**src/xcpc_pkg.sv**
```systemverilog
// ----------------------------------------------------------------------------
// xcpc_pkg
// Constants, register indexes and the xorshift32 step for the pixel cipher.
// ----------------------------------------------------------------------------
package xcpc_pkg;

  localparam int CountWidth = 24;
  localparam int CfgIdxW    = 2;
  localparam int CfgDataW   = 32;
  localparam int GenW       = 32;
  localparam int PixW       = 24;
  localparam int ChanW      = 8;
  localparam int PcountW    = 25;

  localparam logic [CfgIdxW-1:0] RegSeed    = 2'd0;
  localparam logic [CfgIdxW-1:0] RegStart   = 2'd1;
  localparam logic [CfgIdxW-1:0] RegPcount  = 2'd2;
  localparam logic [CfgIdxW-1:0] RegDecrypt = 2'd3;

  localparam int ShiftA = 13;
  localparam int ShiftB = 17;
  localparam int ShiftC = 5;

  // One xorshift32 step.
  function automatic logic [GenW-1:0] xs32_step(input logic [GenW-1:0] x);
    logic [GenW-1:0] t;
    t = x ^ (x << ShiftA);
    t = t ^ (t >> ShiftB);
    t = t ^ (t << ShiftC);
    return t;
  endfunction

endpackage

```
**src/xorshift_chained_pixel_cipher_unit.sv**
```systemverilog
// ----------------------------------------------------------------------------
// xorshift_chained_pixel_cipher_unit
// Chained XOR pixel cipher: each RGB pixel is xored with a xorshift32 word
// and with the previous ciphertext pixel (or the start value for pixel 0).
// ----------------------------------------------------------------------------
//
//  Channel  | Signals                                  | Handshake
//  ---------+------------------------------------------+-------------------
//  input    | red_i, green_i, blue_i                   | in_valid_i/in_ready_o
//  output   | out_red_o, out_green_o, out_blue_o, last_o | out_valid_o/out_ready_i
//  config   | cfg_idx_i, cfg_data_i                    | cfg_we_i (no wait)
//
// Sequence: for pixel 0 of an image the generator is reloaded from the seed, then
// advanced once per cycle in the jump state, pixel_count times (zero counts as one),
// before the combine state loads the output register. Every other pixel takes
// one generator step on acceptance, then the combine state.
// Reset clears the control state, the pixel index and the registers to their
// defaults (pixel_count 1). A stalled output holds the combine cycle until
// the output register frees; input is taken only when the sequencer is idle.
// ----------------------------------------------------------------------------
module xorshift_chained_pixel_cipher_unit
  import xcpc_pkg::*;
#(
  parameter int COUNT_WIDTH = CountWidth
) (
  input  logic                clk_i,
  input  logic                rst_ni,
  // configuration write port
  input  logic                cfg_we_i,
  input  logic [CfgIdxW-1:0]  cfg_idx_i,
  input  logic [CfgDataW-1:0] cfg_data_i,
  // input pixel items
  input  logic                in_valid_i,
  output logic                in_ready_o,
  input  logic [ChanW-1:0]    red_i,
  input  logic [ChanW-1:0]    green_i,
  input  logic [ChanW-1:0]    blue_i,
  // output pixel items
  output logic                out_valid_o,
  input  logic                out_ready_i,
  output logic [ChanW-1:0]    out_red_o,
  output logic [ChanW-1:0]    out_green_o,
  output logic [ChanW-1:0]    out_blue_o,
  output logic                last_o
);

  // Wide enough to hold either pixel_count or 2^COUNT_WIDTH.
  localparam int WideW = 34;

  typedef enum logic [1:0] {
    StIdle,
    StJump,
    StCalc
  } state_e;

  // Configuration registers.
  logic [GenW-1:0]    seed_q;
  logic [GenW-1:0]    start_q;
  logic [PcountW-1:0] pcount_q;
  logic               decrypt_q;

  // Sequencer and datapath.
  state_e                 state_q;
  logic [COUNT_WIDTH-1:0] idx_q;
  logic [COUNT_WIDTH-1:0] rem_q;
  logic [GenW-1:0]        gen_q;
  logic [PixW-1:0]        pix_q;
  logic [PixW-1:0]        prev_q;
  logic                   out_valid_q;
  logic [PixW-1:0]        out_pix_q;
  logic                   out_last_q;

  logic [WideW-1:0]       pc_wide;
  logic [WideW-1:0]       max_wide;
  logic [WideW-1:0]       cm1_wide;
  logic [COUNT_WIDTH-1:0] cnt_m1;
  logic [PixW-1:0]        chain;
  logic [PixW-1:0]        res;
  logic                   is_last;
  logic                   in_acc;
  logic                   out_free;

  always_ff @(posedge clk_i or negedge rst_ni) begin
    if (!rst_ni) begin
      seed_q    <= '0;
      start_q   <= '0;
      pcount_q  <= PcountW'(1);
      decrypt_q <= 1'b0;
    end else if (cfg_we_i) begin
      case (cfg_idx_i)
        RegSeed:    seed_q    <= cfg_data_i;
        RegStart:   start_q   <= cfg_data_i;
        RegPcount:  pcount_q  <= cfg_data_i[PcountW-1:0];
        RegDecrypt: decrypt_q <= cfg_data_i[0];
        default:    ;
      endcase
    end
  end

  // Effective count minus one: zero acts as one, clamp at 2^COUNT_WIDTH.
  always_comb begin
    pc_wide  = WideW'(pcount_q);
    max_wide = WideW'(1) << COUNT_WIDTH;
    if (pc_wide == '0) begin
      cm1_wide = '0;
    end else if (pc_wide > max_wide) begin
      cm1_wide = max_wide - WideW'(1);
    end else begin
      cm1_wide = pc_wide - WideW'(1);
    end
    cnt_m1 = cm1_wide[COUNT_WIDTH-1:0];
  end

  assign in_ready_o = (state_q == StIdle);
  assign in_acc     = in_valid_i && in_ready_o;
  assign out_free   = !out_valid_q || out_ready_i;

  // Chain on the start value for pixel 0, else on the last ciphertext.
  assign chain   = (idx_q == '0) ? start_q[PixW-1:0] : prev_q;
  assign res     = pix_q ^ chain ^ gen_q[PixW-1:0];
  assign is_last = (idx_q >= cnt_m1);

  always_ff @(posedge clk_i or negedge rst_ni) begin
    if (!rst_ni) begin
      state_q     <= StIdle;
      idx_q       <= '0;
      rem_q       <= '0;
      gen_q       <= '0;
      pix_q       <= '0;
      prev_q      <= '0;
      out_valid_q <= 1'b0;
      out_pix_q   <= '0;
      out_last_q  <= 1'b0;
    end else begin
      // drop the output item once taken, unless the combine cycle reloads it
      if (out_valid_q && out_ready_i && (state_q != StCalc)) begin
        out_valid_q <= 1'b0;
      end
      case (state_q)
        StIdle: begin
          if (in_acc) begin
            pix_q <= {red_i, green_i, blue_i};
            if (idx_q == '0) begin
              // new image: reload the generator and run the skip
              gen_q   <= seed_q;
              rem_q   <= cnt_m1;
              state_q <= StJump;
            end else begin
              gen_q   <= xs32_step(gen_q);
              state_q <= StCalc;
            end
          end
        end
        StJump: begin
          // advance once per cycle, pixel_count steps in total
          gen_q <= xs32_step(gen_q);
          if (rem_q == '0) begin
            state_q <= StCalc;
          end else begin
            rem_q <= rem_q - COUNT_WIDTH'(1);
          end
        end
        StCalc: begin
          // hold until the output register is free
          if (out_free) begin
            out_valid_q <= 1'b1;
            out_pix_q   <= res;
            out_last_q  <= is_last;
            prev_q      <= decrypt_q ? pix_q : res;
            idx_q       <= is_last ? '0 : idx_q + COUNT_WIDTH'(1);
            state_q     <= StIdle;
          end
        end
        default: state_q <= StIdle;
      endcase
    end
  end

  assign out_valid_o = out_valid_q;
  assign out_red_o   = out_pix_q[23:16];
  assign out_green_o = out_pix_q[15:8];
  assign out_blue_o  = out_pix_q[7:0];
  assign last_o      = out_last_q;

endmodule

```
**config.mk**
```make
export PLATFORM = sky130hd
export DESIGN_NAME = xorshift_chained_pixel_cipher_unit
export DESIGN_NICKNAME = d
export VERILOG_FILES = /design/src/xcpc_pkg.sv /design/src/xorshift_chained_pixel_cipher_unit.sv
export SDC_FILE = /design/constraint.sdc
export NUM_CORES = 1
export LEC_CHECK = 0
export BUFFER_PORTS_ARGS = -buffer_cell sky130_fd_sc_hd__buf_2
export CAP_MARGIN = 40
export CORE_MARGIN = 2
export CORE_UTILIZATION = 61
export DETAILED_ROUTE_END_ITERATION = 12
export PLACE_DENSITY_LB_ADDON = 0.12
export SKIP_LAST_GASP = 1
export SYNTH_ARGS = -nofsm -noshare
export SYNTH_HDL_FRONTEND = slang
export SYNTH_SLANG_ARGS = --single-unit
```
**constraint.sdc**
```tcl
create_clock -name clk_i -period 5.5 [get_ports clk_i]
set_clock_uncertainty 0.15 [all_clocks]
set_input_delay 0.55 -clock clk_i [delete_from_list [all_inputs] [get_ports clk_i]]
set_output_delay 0.55 -clock clk_i [all_outputs]
set_load 0.05 [all_outputs]
```
==> flow_metrics.tcl, run 1 <==
set metrics [dict create \
    finalCritPeriodShare_pct 86.61 \
    cts_buffers 26 \
    leakagePower_uw 0.006317 \
    clkPwrFrac_pct 23.3 \
    cp-end-kind "flop" \
    postRouteAntennaNets 0 \
    area_growth_pct 12.24 \
    start_util_pct 62.00 \
    ys_seq_area_share_pct 45.85 \
    hp-class "primary input to flop" \
    fin_crit_ps 4763 \
    gp_congestion 0.9067 \
    synthDistinctLibCells 62 \
    grt_pass1_wl_um 56180 \
    netlist_area_mm2 0.01299 \
    rsz0062_at_grt "false" \
    max_stage_delay_ps 640 \
    worst_path_max_delay_cell "or4_1" \
    hold_viol 0 \
    wire_per_inst_um 20.72 \
    worstSetupStartpointType "flop" \
    finalSetupTns_ps 0 \
    synth_edf_count 0 \
    synth-simple-area-share_pct 15.25 \
    synth_ff_type "dfrtp_1" \
    drt_iter0_markers 725 \
    nets 1492 \
    antenna_found_initial 0 \
    p_int_uw 4654 \
    path_common_cell "or4_1" \
    worstSetupPathType "flop to flop" \
    core-area_mm2 0.02096 \
    final_util_pct 69.58 \
    crit_buf_inv 0 \
    die_y_um 149.9 \
    synth_mux_area_share_pct 9.044 \
    cts_tree "built" \
    insertion_delay_ps 540 \
    ys_ff_latch 238 \
    yosysWarnings 0 \
    drc 0 \
    synth_top_family_by_area "simple AND/OR/NAND/NOR gates" \
    setup_violations 0 \
    cts.htree.levels 1 \
    gr-total-overflow 0 \
    clock-root-buffer "clkbuf_16" \
    dp_hpwl_um 24740 \
    tightest_slew_ps 925.5 \
    vias 10490 \
    outcome "complete, no violations" \
    maxSlewHeadroom_pct 37.79 \
    cts.sinks 238 \
    drv_cap 0 \
    ir_drop_mv 0.4184 \
    antenna_cells 0 \
    drt-vias-per-instance 6.191 \
    grt_pass1_vias 10340 \
    io_pins 90 \
    layout_common_cells "dfrtp_1, nand2_1, o21ai_0" \
    die_area_mm2 0.02248 \
    nFillCells 1621 \
    timing.fmax_mhz 209.9 \
    synthArstFlopShare_pct 100.0 \
    portBuffers 89 \
    synth_adder_area_share_pct 2.957 \
    placed_area_mm2 0.01369 \
    post_cts_buffers 0 \
    power_frac_seq_pct 36.3 \
    clk_path_buf_depth 3 \
    p_switching_uw 3013 \
    powerDensity_mw_per_mm2 525.8 \
    drt_wl_total_um 35120 \
    path_clk_slew_ps 60 \
    synth_nets 1434 \
    cp.required_ps 5740 \
    cpLargestDelayFamily "simple AND/OR/NAND/NOR gates" \
    switching_share_pct 39.30 \
    mostFrequentLayoutCell "dfrtp_1" \
    drive_above_1_share_pct 17.89 \
    grt_usage_pct 32.02 \
    final_max_slew_viol_count 0 \
    num_rows 53 \
    avgSynthCellArea_um2 9.680 \
    comb_power_share_pct 40.4 \
    arrival_ps 5010 \
    postSynthCellCount 1342 \
    drt_first_pass_iters 5 \
    die_w_um 149.9 \
    grt_max_degree 103 \
    cp_cell_sequence "or4_1 > nor4_4 > nand3_1 > nand2_1 > o21ai_0 > ha_1 > nand4_1 > or4_1 > o211ai_1 > or3_1 > o22ai_1" \
    synth_compound_area_share_pct 14.74 \
    worst-path-max-fanout 16 \
    synth-xor-area-share_pct 8.764 \
    design_area_mm2 0.01458 \
]
## logic make-up after synthesis
| group | after synthesis |
|---|---|
| simple gates | 400 |
| compound gates | 322 |
| fa+ha+maj | 31 |
| flops | 238 |
| buf+inv | 114 |
| mux | 107 |
| xor+xnor | 130 |
## Yosys cell counts (all sizes together) (3+ instances only)
cell type | n | area, um2
clkbuf | 76 | 285.3
o31ai | 6 | 45.04
mux2i | 24 | 240.2
nor2 | 59 | 221.5
o21ai | 108 | 540.5
mux2 | 83 | 934.7
nand4 | 19 | 125.1
and3 | 31 | 193.9
a211oi | 6 | 45.04
o221ai | 3 | 26.28
nor2b | 9 | 56.30
a21oi | 107 | 535.5
or3 | 10 | 62.56
xnor2 | 102 | 893.4
dfrtp | 237 | 5931
and2 | 3 | 18.77
o22ai | 19 | 118.9
nand2 | 157 | 589.3
a2bb2oi | 8 | 70.07
a21o | 3 | 22.52
ha | 29 | 362.9
nand3 | 28 | 140.1
or4 | 8 | 67.56
buf | 9 | 47.55
nor3b | 6 | 45.04
xor2 | 28 | 245.2
a22oi | 3 | 22.52
a221oi | 3 | 26.28
nor4 | 21 | 171.4
o211ai | 10 | 75.07
a22o | 7 | 61.31
o41ai | 10 | 87.58
a31oi | 8 | 50.05
nor3 | 32 | 165.2
nand2b | 8 | 50.05
inv | 29 | 108.9
o21a | 8 | 67.56
## power by group through the flow
stage / clock, uW / combinational (uW) / sequential, uW
6_report: 1790 / 3100 / 2780
5_1_grt: 1880 / 3420 / 2830
4_1_cts: 1800 / 3100 / 2770
3_5_place_dp: 0 / 3070 / 2800
3_3_place_gp: 0 / 2980 / 2790
2_1_floorplan: 0 / 2300 / 2820
## path summary, 6_finish.rpt
kind,from,cells after the start,slack [ps],to
min,red_i[2],3,50,pix_q[18]
min in group asynchronous,rst_ni,2,440,prev_q[1]
max,pcount_q[6],11,740,idx_q[4]
max reg2reg,pcount_q[6],11,740,idx_q[4]
max in group asynchronous,rst_ni,3,3440,pcount_q[22]
min reg2reg,out_pix_q[8],2,320,out_pix_q[8]
## final cells by class
type,count,area [um2],share of cell area (%)
clock inverter,6,130.1,0.8924
timing repair buffer,115,673.1,4.616
inverter,29,108.9,0.7465
multi-input combinational,990,6618,45.38
tap,275,344.1,2.360
clock buffer,42,750.7,5.148
sequential,238,5957,40.85
## through the flow
step | instances | setup slack [ps] | total power (uW) | hold WS (ps)
after floorplan | 1342 | 1345 | 5115 | 104.4
after global placement | 1644 | 871.0 | 5763 | 308.2
after detailed placement | 1646 | 746.4 | 5864 | 315.8
after CTS | 1695 | 732.4 | 7674 | 32.01
after global routing | 1695 | 349.1 | 8129 | 41.95
final | 1695 | 736.6 | 7667 | 46.30
## flip-flops by register name, indices dropped and copies added (netlist names)
signal and flops:
rem_q 24, state_q 2, decrypt_q 1, idx_q 24, gen_q 32, prev_q 24, pcount_q 25, out_pix_q 24
out_valid_o 1, last_o 1, start_q 24, pix_q 24, seed_q 32
## worst reg2reg max path, delay by kind of cell (launching register included)
kind / cells / cell delay (ps)
AND/OR/NAND/NOR: 7 / 2800
adder cells (fa/ha/maj): 1 / 320
AO/OA/AOI/OAI: 3 / 910
flip-flops: 1 / 450
## per-layer routing
layer | up-vias | GRT usage [%] | part of all wire [%]
li1 | 4925 | - | -
met4 | 0 | 12.31 | 4.2
met1 | 5080 | 42.73 | 42
met3 | 90 | 3.872 | 5.4
met5 | - | 0 | 0
met2 | 399 | 53.68 | 49
## what timing repair did
item,4_1_cts,5_1_grt
resized for setup,0,0
hold buffers,1,0
hold endpoints to repair,98,0
Power figures use the tool's default switching activity.
==> inputs of run 2 (changes only) <==
Settings changed: ABC_AREA set to 1, CORE_UTILIZATION 61 to 40.
==> run 2 against run 1 <==
Against the previous run:
- sequential power increased by 1%
- combinational power increased by 16%
- hold slack improved by 25 ps
- setup slack improved by 1200 ps
- global-route usage decreased by 8.1 points
- clock-buffer cell count increased by 3
==> flow_metrics.tcl, run 2 <==
set metrics [dict create \
    outcome "complete, no violations" \
    arrival_ps 3870 \
    cp.required_ps 5790 \
    max_stage_delay_ps 540 \
    worst_path_max_delay_cell "dfstp_2" \
    io_pins 90 \
    yosysTopAreaCellShare_pct 41.52 \
    synthDistinctLibCells 39 \
    fin_ws_ps 1921 \
    powerDensity_mw_per_mm2 516.3 \
    vias 12670 \
    finalSetupTns_ps 0 \
    drt-vias-per-instance 5.024 \
    reg2reg_slack_ps 1920 \
    worstSetupStartpointType "flop" \
    r2r_start "pcount_q[0]" \
    ir_drop_mv 0.3233 \
    worst_hold_startpoint "cfg_data_i[28]" \
    area_growth_pct 12.67 \
    synth_top_area_cell "dfrtp_1" \
    mostFrequentLayoutCell "nand2_1" \
    postSynthCellCount 1979 \
    antenna_cells 0 \
    timing.fmax_mhz 279.4 \
    setup_violations 0 \
    crit_buf_inv 3 \
    cp-end-kind "flop" \
    fin_cells 2521 \
    final_util_pct 45.46 \
    num_rows 69 \
    core-area_mm2 0.03540 \
    insertion_delay_ps 570 \
    gr-total-overflow 0 \
    ff2ff_path_depth 20 \
    rsz0062_at_grt "false" \
    worst-path-max-fanout 26 \
    pre_cts_ws_ps 1936 \
    synth.area.top_cells "dfrtp_1, nand2_1, nor2_1, nand3_1, inv_1" \
    yosysWarnings 0 \
    die_y_um 193.0 \
    synth_most_common_cell "nand2_1" \
    maxSlewHeadroom_pct 41.49 \
    ys_seq_area_share_pct 41.70 \
    synth_nets 2071 \
    synth_edf_count 0 \
    final_max_slew_viol_count 0 \
    drive_above_1_share_pct 10.15 \
    cp_cell_sequence "inv_1 > ha_1 > inv_1 > nor2_1 > nand2_1 > nor2_1 > nand3_2 > nand2_4 > nand3_1 > nand2_1 > ha_1 > nand2_1 > nor2_1 > nand2_1 > nor2_1 > nand2_1 > nand4_1 > nand2_1 > inv_2 > nor2_1" \
    grt_usage_pct 23.89 \
    regArea_mm2 0.005957 \
    cts_buffers 29 \
    nets 2132 \
    grt_pass1_wl_um 68960 \
    post_cts_resized 0 \
    postRouteAntennaNets 0 \
    start_util_pct 40.35 \
    drc 0 \
    tightest_slew_ps 874.4 \
    cts_tree "built" \
    gp_congestion 0.9162 \
    clk_path_buf_depth 3 \
    ys_top_cells_by_count "nand2_1, dfrtp_1, nor2_1" \
    grt_max_degree 135 \
    grt_pass1_vias 12370 \
    leakagePower_uw 0.008438 \
    synthArstFlopShare_pct 100.0 \
    whs_path_depth 2 \
    path_common_cell "nand2_1" \
    layout_common_cells "nand2_1, dfrtp_1, nor2_1" \
    placed_area_mm2 0.01514 \
    hold_viol 0 \
    antenna_found_initial 0 \
    cts.sinks 238 \
    drv_cap 0 \
    fin_crit_ps 3579 \
    use_met3_pct 2.986 \
    use_met2_pct 40.86 \
    clock-root-buffer "clkbuf_16" \
    grt_busiest_layer "met2" \
    netlist_area_mm2 0.01428 \
    worstHoldEndpoint "seed_q[28]" \
    finalCritPeriodShare_pct 65.08 \
    design_area_mm2 0.01609 \
    drt_wl_total_um 43040 \
    largest_registers "gen_q (32), seed_q (32), pcount_q (25)" \
    post_cts_buffers 0 \
    path_clk_slew_ps 60 \
    dp_cells 2469 \
    ys_ff_latch 238 \
    grt_use_met1_pct 31.77 \
    die_area_mm2 0.03724 \
    drt_iter0_markers 911 \
    worstSetupPathType "flop to flop" \
    dp_hpwl_um 31860 \
    synth_ff_type "dfrtp_1" \
    r2r_end "idx_q[2]" \
    drt_first_pass_iters 5 \
    die_w_um 193.0 \
    cts.htree.levels 1 \
    wire_per_inst_um 17.07 \
    nFillCells 3716 \
    portBuffers 89 \
    cpLargestDelayFamily "simple AND/OR/NAND/NOR gates" \
    avgSynthCellArea_um2 7.218 \
    hp-class "primary input to flop" \
    multi_input_area_mm2 0.007311 \
]
run 2: cell families (layout without fill, tap and decap cells):
| family | after synthesis | in the layout | synth area share (%) |
|---|---|---|---|
| AO/OA/AOI/OAI | 194 | 194 | 7.192 |
| adder cells (fa/ha/maj) | 29 | 29 | 2.540 |
| multiplexers | 7 | 7 | 0.5519 |
| buffers and inverters | 245 | 326 | 7.183 |
| AND/OR/NAND/NOR | 1157 | 1157 | 34.15 |
| XOR/XNOR | 109 | 109 | 6.684 |
| flip-flops | 238 | 238 | 41.70 |
run 2: per-stage QoR:
| stage | power [uW] | hold WS [ps] |
|---|---|---|
| 3_3_place_gp | 6345 | 312.5 |
| 4_1_cts | 8359 | 44.89 |
| 6_report | 8309 | 71.30 |
| 2_1_floorplan | 5458 | 104.4 |
| 5_1_grt | 8958 | 52.37 |
| 3_5_place_dp | 6412 | 309.5 |
run 2: final cells by class:
type,count,share of cell area (%)
Multi-Input combinational cell,1496,45.43
Sequential cell,238,37.02
Clock buffer,45,5.442
Timing Repair Buffer,102,4.074
Inverter,173,4.035
Tap cell,461,3.584
Clock inverter,6,0.4198
run 2: metal layers:
| layer | vias up | part of all wire [%] | wire length, um |
|---|---|---|---|
| met5 | - | 0 | 0 |
| met4 | 0 | 3.1 | 1323 |
| met3 | 65 | 4.2 | 1822 |
| met2 | 263 | 48 | 20640 |
| met1 | 5948 | 45 | 19250 |
| li1 | 6389 | - | - |
run 2: where the power goes:
part           leakage (uW)  internal, uW  switching (uW)  total, uW
clock network      0.000457          1130             775       1910
logic               0.00504          1340            2250       3590
registers           0.00294          2250             568       2820
total               0.00844          4720            3590       8310
run 2: worst max-delay path by stage:
stage	depth (start not counted)	start	slack, ps	to
4_1_cts	20	pcount_q[0]	1930	idx_q[2]
5_1_grt	20	pcount_q[0]	1510	idx_q[9]
6_report	20	pcount_q[0]	1920	idx_q[2]
3_5_place_dp	20	pcount_q[0]	1940	idx_q[2]
3_3_place_gp	16	pcount_q[0]	1830	idx_q[14]
2_1_floorplan	22	pcount_q[0]	2540	idx_q[10]
run 2: what timing repair did:
item,4_1_cts,5_1_grt
endpoints found under the setup margin,0,0
hold buffers,1,0
endpoints found under the hold margin,103,0
